`src/hw/rtl/atws_pkg.sv`:
```
// shared constants, codes and interface types of the triangle wave synthesizer
`timescale 1ns / 1ps

package atws_pkg;

  // parameter defaults
  localparam int MAX_HARMONICS_DEF  = 512;
  localparam int SINE_ADDR_BITS_DEF = 10;
  localparam int SAMPLE_BITS_DEF    = 24;

  // fixed field widths
  localparam int AMP_W      = 16;
  localparam int PHASE_W    = 32;
  localparam int HCOUNT_W   = 10;
  localparam int CFG_IDX_W  = 2;
  localparam int CFG_DATA_W = 32;

  // quarter-wave entries are Q1.30, at most 1.0
  localparam int SINE_W = 31;

  // gain times sine, and the shift that lands it on output lsbs plus guard bits
  localparam int PROD_W          = AMP_W + SINE_W;
  localparam int TERM_SHIFT_BASE = 39;
  localparam int GUARD_BITS      = 8;

  // register reset values
  localparam logic [AMP_W-1:0]    AMP_RESET    = 16'd16384;
  localparam logic [PHASE_W-1:0]  STEP_RESET   = 32'd38956620;
  localparam logic [HCOUNT_W-1:0] HCOUNT_RESET = 10'd501;

  // configuration register indexes
  typedef enum logic [CFG_IDX_W-1:0] {
    CFG_AMPLITUDE      = 2'd0,
    CFG_PHASE_STEP     = 2'd1,
    CFG_HARMONIC_COUNT = 2'd2
  } cfg_reg_t;

  // controller states
  typedef enum logic [1:0] {
    ST_IDLE,
    ST_RUN,
    ST_FINISH
  } state_t;

  // controller to datapath
  typedef struct packed {
    logic start;
    logic issue;
    logic load_out;
  } dp_cmd_t;

  // datapath to controller
  typedef struct packed {
    logic terms_left;
    logic pipe_busy;
  } dp_status_t;

endpackage

```
`src/hw/rtl/atws_ctrl.sv`:
```
// controller: item sequencing and handshakes
`timescale 1ns / 1ps

module atws_ctrl (
  input  logic                 clk,
  input  logic                 rst_n,
  input  logic                 in_valid,
  output logic                 in_ready,
  output logic                 out_valid,
  input  logic                 out_ready,
  input  atws_pkg::dp_status_t status,
  output atws_pkg::dp_cmd_t    cmd
);

  atws_pkg::state_t state_r;
  atws_pkg::state_t state_nxt;
  logic             out_valid_r;
  logic             out_valid_nxt;
  logic             out_free;

  // output register can take a new sample
  assign out_free = !out_valid_r || out_ready;

  // next state
  always_comb begin
    state_nxt = state_r;
    unique case (state_r)
      atws_pkg::ST_IDLE: begin
        if (in_valid) begin
          state_nxt = atws_pkg::ST_RUN;
        end
      end
      atws_pkg::ST_RUN: begin
        if (!status.terms_left && !status.pipe_busy) begin
          state_nxt = atws_pkg::ST_FINISH;
        end
      end
      atws_pkg::ST_FINISH: begin
        if (out_free) begin
          state_nxt = atws_pkg::ST_IDLE;
        end
      end
      default: state_nxt = atws_pkg::ST_IDLE;
    endcase
  end

  // outputs
  always_comb begin
    in_ready     = 1'b0;
    cmd.start    = 1'b0;
    cmd.issue    = 1'b0;
    cmd.load_out = 1'b0;
    unique case (state_r)
      atws_pkg::ST_IDLE: begin
        in_ready  = 1'b1;
        cmd.start = in_valid;
      end
      atws_pkg::ST_RUN: begin
        cmd.issue = status.terms_left;
      end
      atws_pkg::ST_FINISH: begin
        cmd.load_out = out_free;
      end
      default: ;
    endcase
  end

  // result valid flag
  assign out_valid_nxt = cmd.load_out ? 1'b1 : (out_ready ? 1'b0 : out_valid_r);

  always_ff @(posedge clk) begin
    if (!rst_n) begin
      state_r     <= atws_pkg::ST_IDLE;
      out_valid_r <= 1'b0;
    end else begin
      state_r     <= state_nxt;
      out_valid_r <= out_valid_nxt;
    end
  end

  assign out_valid = out_valid_r;

endmodule

```
`config.mk`:
```
export PLATFORM = sky130hd
export DESIGN_NAME = atws_ctrl
export DESIGN_NICKNAME = d
export VERILOG_FILES = /design/src/hw/rtl/atws_pkg.sv /design/src/hw/rtl/atws_ctrl.sv
export SDC_FILE = /design/constraint.sdc
export NUM_CORES = 1
export LEC_CHECK = 0
export BUFFER_PORTS_ARGS = -buffer_cell sky130_fd_sc_hd__buf_4
export CELL_PAD_IN_SITES_DETAIL_PLACEMENT = 1
export CELL_PAD_IN_SITES_GLOBAL_PLACEMENT = 1
export CORE_AREA = 4 4 41 43
export DETAILED_ROUTE_END_ITERATION = 6
export DIE_AREA = 0 0 45 47
export MAX_ROUTING_LAYER = met4
export PLACE_DENSITY = 0.47
export REMOVE_ABC_BUFFERS = 1
export SYNTH_ARGS = -nofsm -noshare
export SYNTH_HDL_FRONTEND = slang
export SYNTH_SLANG_ARGS = --single-unit
```
`constraint.sdc`:
```
create_clock -name clk -period 3.4 [get_ports clk]
set_clock_uncertainty 0.15 [all_clocks]
set_input_delay 0.68 -clock clk [delete_from_list [all_inputs] [get_ports clk]]
set_output_delay 0.68 -clock clk [all_outputs]
set_load 0.05 [all_outputs]
```
==> results.ini <==
[run_status]
status = finished clean

[floorplanning]
start_util_pct = 12.2
io_pins = 11
die_w_um = 45
dieArea_um2 = 2120
rows = 13
die_y_um = 47
core_um2 = 1300

[sta]
setup_violations = 0
fin_crit_ns = 2.08
fin_setup_tns_ns = 0
period_share_pct = 61.3
rsz0062_at_grt = false
worst_slew_pin_slew_ns = 0.297
max_freq_mhz = 480
drv_slew = 0
fin_ws_ns = 1.32
slew_headroom_pct = 79.7
hold_violations = 0
hold_ws_ns = 0.364

[global_routing]
antenna_found_initial = 0
grt_use_total_pct = 5.53
grt.overflow.total = 0
grt_first_pass_wirelength_um = 752
grt_max_degree = 8
grt_pass1_vias = 182

[route]
vias_per_cell = 3.87
avgRoutedWirePerCell_um = 10.5
vias = 178
routed_wirelength_um = 483
drc = 0
antenna_left = 0
firstDrtPassIters = 2
drtIter0Drc = 2

[worst_hold_path]
holdPathStages = 1
hold_start = state_r[1]
hold_path_class = reg -> reg
whs_endpoint = state_r[0]

[critical_path]
crit_fanout = 2
rrSetupSlack_ns = 2.18
cp.arrival_ns = 1.25
cp.required_ns = 2.57
reg2reg_to = state_r[1]
rr_worst_depth = 2
startpoint_type = input pin
endpoint_kind = output port
crit_type = in -> out
rr_startpoint = state_r[1]

[cells_and_area]
antennaDiodeCount = 0
area_growth_pct = 70.9
fin_cells = 46
nets = 38
drive_gt1_share_pct = 45.2

[logic_synthesis]
synth-seq-cells = 3
syn-cell-area_um2 = 159
yosys-top-cells-area = dfxtp_1, nor2_1, or4bb_1
yosys_warnings = 0
synth-seq-area-share_pct = 37.8
synthCells = 18
yosysTopAreaCell = dfxtp_1
yosys.cell_types.count = 13
synth.avg_cell_area_um2 = 8.83
yosys.area.top_type_share_pct = 37.8

[clock_tree]
clk_latency_ns = 0.24
h-tree-depth = 1
clkSinkCount = 3
cts_resized = 0
hold_buffers = 0
cts-root-buf = clkbuf_4
cts_tree = done
post_cts_buffers = 0
cts-buffers-inserted = 3
clk_pin_slew_ns = 0.04
cts.path.max_buffers = 2

[job]
maxCapViolCount = 0

[placed_design]
post-place-ws_ns = 1.31
io_buffers = 10
gp_congestion = 0.623
dp_cells = 42

[power]
ir_worst_vdd_mv = 0.161
leakage_uw = 0.000120
power_frac_seq_pct = 29.3
power_uw = 132
sw_frac_of_total_pct = 30.6
power.share.combinational_pct = 20.3
cellPowerDensity_nw_per_um2 = 486
p_clk_share_pct = 50.3
p_sw_uw = 40.5
intPower_uw = 91.6

[how the worst max path moves through the flow]
stage	start	to	slack, ns	cells after the start
2_1_floorplan	state_r[0]	cmd[2]	1.02	2
3_3_place_gp	out_ready	cmd[0]	1.33	4
3_5_place_dp	out_ready	cmd[0]	1.31	4
4_1_cts	out_ready	cmd[0]	1.31	4
5_1_grt	out_ready	cmd[0]	1.31	4
6_report	out_ready	cmd[0]	1.32	4
[layout make-up]
| type | count | area (µm²) |
|---|---|---|
| Clock buffer | 4 | 26.3 |
| Inverter | 1 | 3.75 |
| Sequential cell | 3 | 60.1 |
| Timing Repair Buffer | 10 | 75.1 |
| Fill cell | 160 | 1030 |
| Tap cell | 15 | 18.8 |
| Multi-Input combinational cell | 13 | 87.6 |
[placed cells by master (no fill, tap or decap), types with 2 or more instances in the layout]
cell and n:
clkbuf_4 3, dfxtp_1 3, a21oi_1 2, buf_4 10, nor2_1 3
[cells by family (layout without fill, tap and decap cells)]
| family | after synthesis | after routing | share of synthesized area [%] |
|---|---|---|---|
| simple gates | 10 | 10 | 43.3 |
| compound gates | 3 | 3 | 11.8 |
| flops | 3 | 3 | 37.8 |
| buf+inv | 2 | 15 | 7.09 |
[worst max-delay path, cell delays in order]
cell	delay, ns
buf_4	0.11
nand2b_1	0.15
nor2b_1	0.13
buf_4	0.18
[power groups by stage]
| stage | clock network, µW | logic [µW] | registers, µW |
|---|---|---|---|
| 3_5_place_dp | 0 | 27.2 | 39.3 |
| 2_1_floorplan | 0 | 15.7 | 39.4 |
| 3_3_place_gp | 0 | 26.9 | 39.4 |
| 6_report | 66.5 | 26.9 | 38.7 |
| 4_1_cts | 69.0 | 27.2 | 38.7 |
| 5_1_grt | 72.7 | 28.3 | 38.9 |
[synthesized netlist by cell type (all sizes together)]
cell     n
buf      1
or2b     1
a21oi    2
and2     1
inv      1
or4b     1
dfxtp    3
and3b    1
or4bb    1
nor2     3
nor2b    1
a2111oi  1
nand2b   1
[layer usage]
| layer | vias to the layer above | part of all wire, % | global-route usage (%) |
|---|---|---|---|
| met1 | 75 | 45 | 5.87 |
| met2 | 13 | 34 | 6.50 |
| met3 | 2 | 19 | 4.98 |
| li1 | 88 | - | - |
| met4 | 0 | 1.2 | 3.51 |
| met5 | - | 0 | - |
[stage by stage]
stage               area, µm²  utilization [%]
finish                    272             20.9
detailed placement        245             18.8
global route              272             20.9
global placement          245             18.8
CTS                       272             20.9
floorplan                 151                -
[registers in the layout (all words and copies together) (netlist names)]
name	cells
out_valid	1
state_r	2
Power figures use the tool's default switching activity.
